<file path="config.mk">
export PLATFORM = sky130hd
export DESIGN_NAME = lpc_lattice_synth_filter_top
export DESIGN_NICKNAME = d
export VERILOG_FILES = /design/src/hdl/lpcls_pkg.sv /design/src/hdl/lpc_lattice_synth_filter_top.sv
export SDC_FILE = /design/constraint.sdc
export NUM_CORES = 1
export LEC_CHECK = 0
export BUFFER_PORTS_ARGS = -buffer_cell sky130_fd_sc_hd__buf_2
export CAP_MARGIN = 10
export CORE_MARGIN = 10
export CORE_UTILIZATION = 45
export DETAILED_ROUTE_END_ITERATION = 10
export PLACE_DENSITY_LB_ADDON = 0.25
export SLEW_MARGIN = 20
export SYNTH_ARGS = -nofsm -noshare
export SYNTH_HDL_FRONTEND = slang
export SYNTH_SLANG_ARGS = --single-unit
</file>
<file path="constraint.sdc">
create_clock -name clock -period 9.2 [get_ports clock]
set_input_delay 0.92 -clock clock [delete_from_list [all_inputs] [get_ports clock]]
set_output_delay 0.92 -clock clock [all_outputs]
set_load 0.02 [all_outputs]
</file>
<file path="src/hdl/lpcls_pkg.sv">
package lpcls_pkg;

   localparam int NUM_STAGES = 10;
   localparam int IDX_W      = $clog2(NUM_STAGES);
   localparam int EXC_W      = 8;
   localparam int GAIN_W     = 9;
   localparam int COEF_W     = 10;
   localparam int LAT_W      = 15;
   localparam int PCM_W      = 16;
   localparam int PROD_W     = COEF_W + LAT_W;
   localparam int PROD_SHIFT = 9;
   localparam int NUM_STEPS  = 22;
   localparam int STEP_W     = $clog2(NUM_STEPS);

   localparam logic [STEP_W-1:0] LAST_STEP = STEP_W'(NUM_STEPS - 1);

   typedef enum logic [1:0] {
      ST_IDLE = 2'b01,
      ST_RUN  = 2'b10
   } state_type;

   typedef enum logic {
      A_GAIN,
      A_COEF
   } mul_a_type;

   typedef enum logic [1:0] {
      B_EXC,
      B_BACK,
      B_FWD
   } mul_b_type;

   typedef enum logic [1:0] {
      ACC_HOLD,
      ACC_LOAD,
      ACC_SUB
   } acc_op_type;

   typedef enum logic [1:0] {
      BP_HOLD,
      BP_SHIFT,
      BP_TOP
   } bp_op_type;

   typedef enum logic {
      SEQ_NEXT,
      SEQ_END
   } seq_type;

   typedef struct packed {
      mul_a_type         mul_a;
      mul_b_type         mul_b;
      logic [IDX_W-1:0]  coef_idx;
      acc_op_type        acc_op;
      bp_op_type         bp_op;
      logic [IDX_W-1:0]  dst_idx;
      logic [IDX_W-1:0]  src_idx;
      seq_type           seq;
   } ucode_type;

   // The forward and backward passes are interleaved so that the single
   // multiplier is busy on almost every step. The product of a step is used
   // by the step after it.
   function automatic ucode_type ucode_rom(input logic [STEP_W-1:0] step);
      ucode_type w;
      w = '{A_COEF, B_BACK, IDX_W'(0), ACC_HOLD, BP_HOLD, IDX_W'(0), IDX_W'(0), SEQ_NEXT};
      unique case (step)
         5'd0:  w = '{A_GAIN, B_EXC,  IDX_W'(0), ACC_HOLD, BP_HOLD,  IDX_W'(0), IDX_W'(0),
                     SEQ_NEXT};
         5'd1:  w = '{A_COEF, B_BACK, IDX_W'(9), ACC_LOAD, BP_HOLD,  IDX_W'(0), IDX_W'(0),
                     SEQ_NEXT};
         5'd2:  w = '{A_COEF, B_BACK, IDX_W'(8), ACC_SUB,  BP_HOLD,  IDX_W'(0), IDX_W'(0),
                     SEQ_NEXT};
         5'd3:  w = '{A_COEF, B_BACK, IDX_W'(7), ACC_SUB,  BP_HOLD,  IDX_W'(0), IDX_W'(0),
                     SEQ_NEXT};
         5'd4:  w = '{A_COEF, B_FWD,  IDX_W'(8), ACC_SUB,  BP_HOLD,  IDX_W'(0), IDX_W'(0),
                     SEQ_NEXT};
         5'd5:  w = '{A_COEF, B_BACK, IDX_W'(6), ACC_HOLD, BP_SHIFT, IDX_W'(9), IDX_W'(8),
                     SEQ_NEXT};
         5'd6:  w = '{A_COEF, B_FWD,  IDX_W'(7), ACC_SUB,  BP_HOLD,  IDX_W'(0), IDX_W'(0),
                     SEQ_NEXT};
         5'd7:  w = '{A_COEF, B_BACK, IDX_W'(5), ACC_HOLD, BP_SHIFT, IDX_W'(8), IDX_W'(7),
                     SEQ_NEXT};
         5'd8:  w = '{A_COEF, B_FWD,  IDX_W'(6), ACC_SUB,  BP_HOLD,  IDX_W'(0), IDX_W'(0),
                     SEQ_NEXT};
         5'd9:  w = '{A_COEF, B_BACK, IDX_W'(4), ACC_HOLD, BP_SHIFT, IDX_W'(7), IDX_W'(6),
                     SEQ_NEXT};
         5'd10: w = '{A_COEF, B_FWD,  IDX_W'(5), ACC_SUB,  BP_HOLD,  IDX_W'(0), IDX_W'(0),
                     SEQ_NEXT};
         5'd11: w = '{A_COEF, B_BACK, IDX_W'(3), ACC_HOLD, BP_SHIFT, IDX_W'(6), IDX_W'(5),
                     SEQ_NEXT};
         5'd12: w = '{A_COEF, B_FWD,  IDX_W'(4), ACC_SUB,  BP_HOLD,  IDX_W'(0), IDX_W'(0),
                     SEQ_NEXT};
         5'd13: w = '{A_COEF, B_BACK, IDX_W'(2), ACC_HOLD, BP_SHIFT, IDX_W'(5), IDX_W'(4),
                     SEQ_NEXT};
         5'd14: w = '{A_COEF, B_FWD,  IDX_W'(3), ACC_SUB,  BP_HOLD,  IDX_W'(0), IDX_W'(0),
                     SEQ_NEXT};
         5'd15: w = '{A_COEF, B_BACK, IDX_W'(1), ACC_HOLD, BP_SHIFT, IDX_W'(4), IDX_W'(3),
                     SEQ_NEXT};
         5'd16: w = '{A_COEF, B_FWD,  IDX_W'(2), ACC_SUB,  BP_HOLD,  IDX_W'(0), IDX_W'(0),
                     SEQ_NEXT};
         5'd17: w = '{A_COEF, B_BACK, IDX_W'(0), ACC_HOLD, BP_SHIFT, IDX_W'(3), IDX_W'(2),
                     SEQ_NEXT};
         5'd18: w = '{A_COEF, B_FWD,  IDX_W'(1), ACC_SUB,  BP_HOLD,  IDX_W'(0), IDX_W'(0),
                     SEQ_NEXT};
         5'd19: w = '{A_COEF, B_FWD,  IDX_W'(0), ACC_HOLD, BP_SHIFT, IDX_W'(2), IDX_W'(1),
                     SEQ_NEXT};
         5'd20: w = '{A_COEF, B_FWD,  IDX_W'(0), ACC_HOLD, BP_SHIFT, IDX_W'(1), IDX_W'(0),
                     SEQ_NEXT};
         5'd21: w = '{A_COEF, B_FWD,  IDX_W'(0), ACC_HOLD, BP_TOP,   IDX_W'(0), IDX_W'(0),
                     SEQ_END};
         default: w = '{A_COEF, B_BACK, IDX_W'(0), ACC_HOLD, BP_HOLD, IDX_W'(0), IDX_W'(0),
                       SEQ_END};
      endcase
      return w;
   endfunction

endpackage

</file>
<file path="src/hdl/lpc_lattice_synth_filter_top.sv">
// Ten-stage all-pole lattice synthesis filter for LPC speech.
//
// The req_ channel carries one excitation sample, an energy gain and ten
// reflection coefficients per transfer. The energy is applied to the next
// transfer, not to the one that carries it. The rsp_ channel returns one
// result per request: the raw lattice output wrapped to 15 bits and a 16-bit
// clipped, range-extended PCM sample.
//
// A short control program of 22 steps drives one shared 10 x 15-bit
// multiplier and a ten-entry backward-path store; each step issues at most
// one product. A new request is taken only after the program for the last one
// has ended, as req_ready is high only while the sequencer is idle.
//
// Reset clears the held energy and the backward path, so the first output
// after reset starts from a zero top input. If the receiver stalls with a
// result still waiting, the sequencer holds on its last step until the
// output register is free, so no result is lost.
module lpc_lattice_synth_filter_top import lpcls_pkg::*; (
   input  logic                     clock,
   input  logic                     reset,
   input  logic                     req_valid,
   output logic                     req_ready,
   input  logic signed [EXC_W-1:0]  req_excitation,
   input  logic [GAIN_W-1:0]        req_energy,
   input  logic signed [COEF_W-1:0] req_refl_1,
   input  logic signed [COEF_W-1:0] req_refl_2,
   input  logic signed [COEF_W-1:0] req_refl_3,
   input  logic signed [COEF_W-1:0] req_refl_4,
   input  logic signed [COEF_W-1:0] req_refl_5,
   input  logic signed [COEF_W-1:0] req_refl_6,
   input  logic signed [COEF_W-1:0] req_refl_7,
   input  logic signed [COEF_W-1:0] req_refl_8,
   input  logic signed [COEF_W-1:0] req_refl_9,
   input  logic signed [COEF_W-1:0] req_refl_10,
   output logic                     rsp_valid,
   input  logic                     rsp_ready,
   output logic signed [PCM_W-1:0]  rsp_pcm_out,
   output logic signed [LAT_W-1:0]  rsp_lattice_out
);

   state_type                 state_ff, state_in;
   logic [STEP_W-1:0]         step_ff, step_in;
   logic signed [EXC_W-1:0]   exc_ff;
   logic [GAIN_W-1:0]         gain_next_ff;
   logic [GAIN_W-1:0]         gain_ff;
   logic signed [COEF_W-1:0]  coef_ff [NUM_STAGES];
   logic [LAT_W-1:0]          acc_ff, acc_in;
   logic [LAT_W-1:0]          prod_ff, prod_in;
   logic [LAT_W-1:0]          back_mem_ff [NUM_STAGES];
   logic [NUM_STAGES-1:0]     back_vld_ff;
   logic [LAT_W-1:0]          rd_back_ff, rd_src_ff;
   logic                      rd_back_vld_ff, rd_src_vld_ff;
   logic                      rsp_valid_ff, rsp_valid_in;
   logic [PCM_W-1:0]          pcm_ff;
   logic [LAT_W-1:0]          lat_ff;

   ucode_type                 ucode, ucode_pre;
   logic                      accept, advance, finish, rd_en, back_we;
   logic signed [COEF_W-1:0]  op_a;
   logic signed [LAT_W-1:0]   op_b;
   logic signed [PROD_W-1:0]  product;
   logic [LAT_W-1:0]          rd_back, rd_src, wr_data;
   logic signed [LAT_W-1:0]   acc_s;
   logic [11:0]               clip;
   logic [PCM_W-1:0]          pcm_in;

   assign ucode     = ucode_rom(step_ff);
   assign req_ready = (state_ff == ST_IDLE);
   assign accept    = req_valid && req_ready;
   assign advance   = (state_ff == ST_RUN) &&
                      !(ucode.seq == SEQ_END && rsp_valid_ff && !rsp_ready);
   assign finish    = advance && (ucode.seq == SEQ_END);

   always_comb begin
      state_in = state_ff;
      step_in  = step_ff;
      unique case (state_ff)
         ST_IDLE: begin
            if (accept) begin
               state_in = ST_RUN;
               step_in  = '0;
            end
         end
         ST_RUN: begin
            if (finish) begin
               state_in = ST_IDLE;
            end else if (advance) begin
               step_in = step_ff + STEP_W'(1);
            end
         end
         default: begin
            state_in = ST_IDLE;
         end
      endcase
   end

   assign ucode_pre = ucode_rom(step_in);
   assign rd_en     = accept || advance;

   assign rd_back = rd_back_vld_ff ? rd_back_ff : '0;
   assign rd_src  = rd_src_vld_ff  ? rd_src_ff  : '0;

   assign op_a = (ucode.mul_a == A_GAIN) ? $signed({1'b0, gain_ff})
                                         : coef_ff[ucode.coef_idx];

   always_comb begin
      case (ucode.mul_b)
         B_EXC:   op_b = $signed({exc_ff[EXC_W-1], exc_ff, 6'b000000});
         B_BACK:  op_b = $signed(rd_back);
         B_FWD:   op_b = $signed(acc_ff);
         default: op_b = '0;
      endcase
   end

   // Arithmetic shift right rounds toward minus infinity; only the low
   // 15 bits of any value ever reach a later product or the output.
   assign product = op_a * op_b;
   assign prod_in = product[PROD_SHIFT +: LAT_W];

   always_comb begin
      case (ucode.acc_op)
         ACC_LOAD: acc_in = prod_ff;
         ACC_SUB:  acc_in = acc_ff - prod_ff;
         default:  acc_in = acc_ff;
      endcase
   end

   assign back_we = advance && (ucode.bp_op != BP_HOLD);
   assign wr_data = (ucode.bp_op == BP_TOP) ? acc_ff : rd_src + prod_ff;

   assign acc_s = $signed(acc_ff);
   always_comb begin
      if (acc_s > 15'sd2047) begin
         clip = 12'h7FF;
      end else if (acc_s < -15'sd2048) begin
         clip = 12'h800;
      end else begin
         clip = acc_ff[11:0];
      end
   end
   assign pcm_in = {clip[11:4], clip[10:4], clip[10]};

   assign rsp_valid_in = finish || (rsp_valid_ff && !rsp_ready);

   always_ff @(posedge clock) begin
      if (reset) begin
         state_ff       <= ST_IDLE;
         step_ff        <= '0;
         gain_ff        <= '0;
         back_vld_ff    <= '0;
         rsp_valid_ff   <= 1'b0;
         rd_back_vld_ff <= 1'b0;
         rd_src_vld_ff  <= 1'b0;
      end else begin
         state_ff     <= state_in;
         step_ff      <= step_in;
         rsp_valid_ff <= rsp_valid_in;
         if (advance && ucode.mul_a == A_GAIN) begin
            gain_ff <= gain_next_ff;
         end
         if (back_we) begin
            back_vld_ff[ucode.dst_idx] <= 1'b1;
         end
         if (rd_en) begin
            rd_back_vld_ff <= back_vld_ff[ucode_pre.coef_idx];
            rd_src_vld_ff  <= back_vld_ff[ucode_pre.src_idx];
         end
      end
   end

   always_ff @(posedge clock) begin
      if (back_we) begin
         back_mem_ff[ucode.dst_idx] <= wr_data;
      end
      if (rd_en) begin
         rd_back_ff <= back_mem_ff[ucode_pre.coef_idx];
         rd_src_ff  <= back_mem_ff[ucode_pre.src_idx];
      end
   end

   always_ff @(posedge clock) begin
      if (accept) begin
         exc_ff       <= req_excitation;
         gain_next_ff <= req_energy;
         coef_ff[0]   <= req_refl_1;
         coef_ff[1]   <= req_refl_2;
         coef_ff[2]   <= req_refl_3;
         coef_ff[3]   <= req_refl_4;
         coef_ff[4]   <= req_refl_5;
         coef_ff[5]   <= req_refl_6;
         coef_ff[6]   <= req_refl_7;
         coef_ff[7]   <= req_refl_8;
         coef_ff[8]   <= req_refl_9;
         coef_ff[9]   <= req_refl_10;
      end
      if (advance) begin
         prod_ff <= prod_in;
         acc_ff  <= acc_in;
      end
      if (finish) begin
         pcm_ff <= pcm_in;
         lat_ff <= acc_ff;
      end
   end

   assign rsp_valid       = rsp_valid_ff;
   assign rsp_pcm_out     = $signed(pcm_ff);
   assign rsp_lattice_out = $signed(lat_ff);

`ifndef SYNTHESIS
   assert property (@(posedge clock) disable iff (reset)
      $rose(rsp_valid_ff) |-> $past(state_ff == ST_RUN && step_ff == LAST_STEP))
      else $error("result raised outside the last program step");

   assert property (@(posedge clock) disable iff (reset)
      accept |=> (state_ff == ST_RUN && step_ff == '0))
      else $error("request transfer did not start the program");

   assert property (@(posedge clock) disable iff (reset)
      (state_ff == ST_RUN) |-> (step_ff <= LAST_STEP && !req_ready))
      else $error("program step out of range or request taken while running");

   assert property (@(posedge clock) disable iff (reset)
      (state_ff == ST_RUN && ucode.seq == SEQ_END && rsp_valid_ff && !rsp_ready)
      |=> (state_ff == ST_RUN && $stable(step_ff) && $stable(acc_ff)))
      else $error("sequencer left the last step while the output was full");

   assert property (@(posedge clock) disable iff (reset)
      (state_ff == ST_IDLE) |=> $stable(back_vld_ff))
      else $error("backward path written while idle");
`endif

endmodule

</file>
== Word-level counts from Yosys, hierarchy flattened ==
Memory sizes are Yosys's and may differ from the RTL's. A register that Yosys moved wholly into a read port is not among the register bits.
Index checks and enable logic that the tools add are counted.

* Add/subtract/negate cells: 3
* $mul: 1
* Magnitude comparators: 6
* Equality and inequality tests: 9
* Multiplexer cells: 26
* Bitwise logic cells: 2
* Reduce and logical (&&, ||, !) cells: 18

{| class="wikitable"
|+ Operators by type and width
! kind !! number
|-
| 15-bit two-way mux || 3
|-
| 15-bit one-hot mux with 3 select lines || 1
|-
| 15-bit one-hot mux with 2 select lines || 1
|-
| 10-bit by 15-bit multiplier with 24-bit output || 1
|-
| 5-bit two-way mux || 4
|-
| 15-bit adder || 1
|-
| 15-bit by 12-bit greater-than comparator with 1-bit output, second input constant || 1
|-
| 15-bit by 12-bit < comparator with 1-bit output, second input constant || 1
|-
| 4-bit by 5-bit < comparator with 1-bit output, second input constant || 3
|-
| 15-bit subtractor || 1
|-
| 12-bit two-way mux || 1
|-
| 11-bit two-way mux || 1
|-
| 10-bit two-way mux || 1
|-
| 10-bit OR || 1
|-
| 5-bit one-hot mux with 2 select lines || 1
|-
| 1-bit logical AND || 9
|-
| 1-bit binary-select mux with 4-bit select || 2
|-
| 2-bit == test, second input constant || 4
|-
| 1-bit two-way mux || 7
|-
| 2-bit by 1-bit == test with 1-bit output, second input constant || 3
|-
| 5-bit by 1-bit adder with 5-bit output, second input constant || 1
|-
| 1-bit demux with 4-bit select || 1
|-
| 4-bit by 1-bit greater-or-equal comparator with 1-bit output, second input constant || 1
|-
| 2-bit two-way mux || 2
|-
| other kinds (9) || 13
|}

* Register bits: 107
* Bits in writable memories: 250
* Bits in read-only memories: 1,280
* Input port bits: 121
* Output and inout port bits: 33
* Logic and storage cells: 83
* Memories kept: 4

{| class="wikitable"
|+ Memory list
! name !! words !! width !! rd ports !! clocked after Yosys merged registers in !! wr ports !! RTL line !! RTL
|-
| (no name shown) || 32 || 20 || 1 || 0 || 0 || lpcls_pkg.sv:67 || <nowiki>unique case (step)</nowiki>
|-
| (no name shown) || 32 || 20 || 1 || 1 || 0 || lpcls_pkg.sv:67 ||
|-
| back_mem_ff || 10 || 15 || 2 || 2 || 1 || lpc_lattice_synth_filter_top.sv:49 || <nowiki>logic [LAT_W-1:0] back_mem_ff [NUM_STAGES];</nowiki>
|-
| coef_ff || 10 || 10 || 1 || 0 || 10 || lpc_lattice_synth_filter_top.sv:46 || <nowiki>logic signed [COEF_W-1:0] coef_ff [NUM_STAGES];</nowiki>
|}

== Logic depth before layout (Yosys ltp) ==
An unclocked memory read counts as a cell.

* Depth in word-level cells: 10
* Depth in mapped cells: 31
* Mapped depth without buffers: 27

== Least setup slack after synthesis ==
No wires, ideal clock.

* Path type: reg2reg
* From: register ucode[13] (netlist name)
* To: register prod_ff[14] (data pin)
* Library setup time: 0.260 ns
* Data arrival time: 7.048 ns
* Data required time: 8.940 ns
* Setup slack: 1.892 ns
* Stages on the path, launching flop included: 30
* Path buffers: 4
* Clock period less this slack: 7.308 ns
* Path through: dfxtp_1 > buf_2 > buf_2 > buf_2 > buf_2 > mux4_2 > nor2b_1 > a211oi_1 > a21oi_1 > mux2_2 > nand2_1 > fa_1 > inv_1 > fa_1 > fa_1 > fa_1 > inv_1 > fa_1 > inv_1 > ha_1 > a21o_1 > a21o_1 > a21oi_1 > and3_1 > a21oi_1 > o211a_1 > o41ai_1 > o21bai_1 > a21oi_1 > xnor2_1

* Word-level cells in the longest chain between the ends: 3

{| class="wikitable"
|+ Ends and longest elaborated chain
! element !! RTL line !! RTL
|-
| memory read 10 x 10 bit || n/a ||
|-
| 10-bit two-way mux || lpc_lattice_synth_filter_top.sv:103 || <nowiki>assign op_a = (ucode.mul_a == A_GAIN) ? $signed({1'b0, gain_ff})</nowiki>
|-
| 10-bit by 15-bit multiplier with 24-bit output || lpc_lattice_synth_filter_top.sv:117 || <nowiki>assign product = op_a * op_b;</nowiki>
|-
| named net product[23] || lpc_lattice_synth_filter_top.sv:61 || <nowiki>logic signed [PROD_W-1:0] product;</nowiki>
|-
| end signal: assignment || lpc_lattice_synth_filter_top.sv:197 || <nowiki>prod_ff <= prod_in;</nowiki>
|-
| end: declaration || lpc_lattice_synth_filter_top.sv:48 || <nowiki>logic [LAT_W-1:0] prod_ff, prod_in;</nowiki>
|}

The timed path passes the listed nets, and every way through them passes these cells.
A chain may end at the register's enable or synchronous reset.

== Worst setup path after layout ==
* From: register ucode[13] (netlist name)
* To: register prod_ff[14] (data pin)

* Word-level cells in the longest chain between the ends: 3

{| class="wikitable"
|+ Ends and longest elaborated chain
! element !! RTL line
|-
| memory read 10 x 10 bit || n/a
|-
| 10-bit two-way mux || lpc_lattice_synth_filter_top.sv:103
|-
| 10-bit by 15-bit multiplier with 24-bit output || lpc_lattice_synth_filter_top.sv:117
|-
| named net product[23] || lpc_lattice_synth_filter_top.sv:61
|}

The timed path passes the listed nets, and every way through them passes these cells.

==> impl_metrics.py <==
metrics = {
    "sta": {
        "setup_viol": 0,
        "setup_tns_ns": 0,
        "max_freq_mhz": 130,
        "fin_worst_skew_ns": 0.0335,
        "relSlewSlack_pct": 27.3,
        "fin_crit_sh_pct": 83.6,
        "rsz0062_at_grt": "false",
        "slew_viol_final": 0,
        "hold_viol_final": 0,
        "min_period_ns": 7.69,
        "tightest_slew_ns": 1.09,
    },
    "cells_and_area": {
        "multiInputGateArea_um2": 10900,
        "drive_gt1_share_pct": 15.6,
        "final_nets": 2505,
        "diodes": 0,
        "final_util_pct": 51.3,
        "seq_area_um2": 11400,
        "fillers": 4458,
        "area_growth_pct": 12.2,
        "final_area_um2": 26400,
    },
    "yosys": {
        "synth_area_leader_cell": "edfxtp_1",
        "yosysUniqueCellTypes": 74,
        "ys_warn_count": 0,
        "ys.flop_type": "edfxtp_1",
        "yosys-top-cells-count": "edfxtp_1 (350), nand2_1 (278), inv_1 (219)",
        "synth-edff-count": 350,
        "yosys.cell_count.top_type": "edfxtp_1",
        "synthArstFlopShare_pct": 0,
        "netlist_area_um2": 23500,
        "ys_ff_latch": 395,
        "yosysSeqAreaShare_pct": 48.5,
        "synth.net_count": 2369,
        "synth.area.top_cells": "edfxtp_1 (45%), fa_1 (11%), ha_1 (5.2%), mux4_2 (4.5%), nand2_1 (4.4%)",
        "syn_inst": 2022,
        "netlist.area_leader.share_pct": 44.7,
        "synth_area_per_cell_um2": 11.6,
    },
    "grt": {
        "overflow": 0,
        "grt_use_total_pct": 18.7,
        "grt_pass1_vias": 16200,
        "grt_max_degree": 79,
        "antenna_found_initial": 0,
        "grt_pass1_wl_um": 91800,
    },
    "worst_hold_path": {
        "min_path_cells": 2,
        "hold_path.class": "reg2reg",
        "hp-start": "gain_ff[4]",
        "hold_end": "gain_ff[4]",
    },
    "placed_design": {
        "place_area_um2": 25000,
        "hpwl_um": 42300,
        "place_congestion": 0.848,
        "io_buffers": 153,
    },
    "cts": {
        "root_buffer": "clkbuf_16",
        "cts_setup_buffers": 0,
        "clk_latency_ns": 0.59,
        "cts_tree": "done",
        "cts.path.max_buffers": 3,
        "ctsHoldBuffers": 0,
        "clock-sinks": 395,
        "post_cts_resize_count": 0,
        "cts-buffers-inserted": 42,
        "path_clk_slew_ns": 0.06,
        "htreeDepth": 2,
    },
    "setup_path": {
        "cp-start-kind": "flop",
        "worstPathMaxFanout": 20,
        "rr_endpoint": "prod_ff[14]",
        "max_stage_delay_ns": 0.66,
        "critPathArrivalTime_ns": 8.02,
        "r2r_cells": 26,
        "worstSetupPathType": "reg2reg",
        "regToRegSetupSlack_ns": 1.51,
        "required_ns": 9.53,
        "end_kind": "flop",
        "cpMostUsedCell": "fa_1",
        "regToRegStartpoint": "ucode[13]",
        "critical-path-slowest-cell": "dfxtp_2",
    },
    "drt": {
        "drcViolationCount": 0,
        "routed_wl_um": 58900,
        "dr.pass1.iters": 5,
        "routed-via-count": 15800,
        "postRouteAntennaNets": 0,
        "drtIter0Drc": 1134,
        "viasPerCell": 5.49,
        "wire_per_inst_um": 20.5,
    },
    "floorplan": {
        "core_area_um2": 51500,
        "placement_rows": 83,
        "initial_utilization_pct": 45.7,
        "die_h_um": 249,
        "ios": 154,
        "die_area_um2": 61900,
        "die_w_um": 249,
    },
    "power_and_ir_drop": {
        "cellPowerDensity_nw_per_um2": 161,
        "vdd_ir_drop_max_uv": 111,
        "leakagePower_nw": 10.6,
    },
    "outcome": {
        "status": "finished, final reports clean",
    },
    "flow_run": {
        "drv_cap": 0,
    },
}
## area by class of cell
type | instances | share of cell area (%)
tap | 680 | 3.22
timing repair buffer | 186 | 3.87
inverter | 219 | 3.11
sequential | 395 | 43.2
multi-input combinational | 1314 | 41.3
clock buffer | 53 | 4.21
clock inverter | 25 | 1.10
## how the worst max path moves through the flow
stage                          from     endpoint  slack (ns)  cells past startpoint
after global placement    ucode[13]  prod_ff[14]        1.56                     26
after global routing      ucode[13]  prod_ff[14]        0.86                     26
after detailed placement  ucode[13]  prod_ff[14]        1.46                     26
after floorplan           ucode[13]  prod_ff[14]        1.89                     29
final                     ucode[13]  prod_ff[14]        1.51                     26
after CTS                 ucode[13]  prod_ff[14]        1.45                     26
## cells in the final DEF, fill, tap and decap left out, drive strengths merged, types with 9 or more instances in the layout
cell type and n:
xnor2 28, a21o 14, clkinv 16, a311oi 15, nand3 17, o22ai 20
o21ai 48, mux2 12, mux2i 65, a21oi 86, nor2b 49, nand2 278
edfxtp 350, dfxtp 45, buf 186, and2 33, or3 17, nor2 144
and3 22, a211oi 25, nand2b 27, ha 98, xor2 15, a31oi 19
mux4 47, a22oi 9, clkbuf 53, inv 221, nor3 12, fa 128
## power breakdown
| part | switching, mW | total [mW] | leakage (nW) | internal (mW) |
|---|---|---|---|---|
| combinational | 0.276 | 0.435 | 6.35 | 0.158 |
| clock | 0.711 | 1.72 | 0.682 | 1.01 |
| sequential | 0.0304 | 2.09 | 3.59 | 2.06 |
## stage by stage
stage	hold WS (ns)	instances	worst slack, ns	power (mW)
3_3_place_gp	0.443	2793	1.56	2.55
6_report	0.454	2872	1.51	4.24
4_1_cts	0.455	2871	1.45	4.27
2_1_floorplan	0.434	2022	1.89	2.40
3_5_place_dp	0.447	2793	1.46	2.56
5_1_grt	0.476	2872	0.862	4.39
## worst max-delay path, delay by kind of cell (launching register included)
family          cells  cell delay [ns]
mux                 2             0.99
simple gates        3             0.46
flops               1             0.66
fa+ha+maj           6             2.75
xor+xnor            1             0.08
compound gates     10             1.91
buf+inv             4             0.58
## routing by layer
layer / wire, µm / track usage, % / vias up
met1: 23500 / 23.0 / 7897
met2: 30600 / 33.5 / 471
li1: - / - / 7323
met5: 0 / 0 / -
met4: 1460 / 5.56 / 0
met3: 3330 / 2.58 / 87
## state kept, by name, indices dropped and copies added (netlist names)
| name | flops |
|---|---|
| ucode | 16 |
| rd_back_ff | 15 |
| rsp_lattice_out | 15 |
| rsp_pcm_out | 8 |
| back_vld_ff | 10 |
| rd_src_ff | 15 |
| coef_ff | 100 |
| prod_ff | 15 |
| acc_ff | 15 |
| step_ff | 5 |
| gain_ff | 9 |
| state_ff | 2 |
| rd_src_vld_ff | 1 |
| back_mem_ff | 150 |
| exc_ff | 8 |
| rd_back_vld_ff | 1 |
| rsp_valid | 1 |
| gain_next_ff | 9 |
## cell families (layout without fill, tap and decap cells)
logic type / after synthesis / after routing / share of synthesized area [%]
compound gates: 297 / 297 / 8.35
xor+xnor: 43 / 43 / 1.63
fa+ha+maj: 226 / 226 / 16.1
buf+inv: 313 / 483 / 5.49
flops: 395 / 395 / 48.5
mux: 124 / 124 / 7.87
simple gates: 624 / 624 / 12.1
Power figures use the tool's default switching activity.
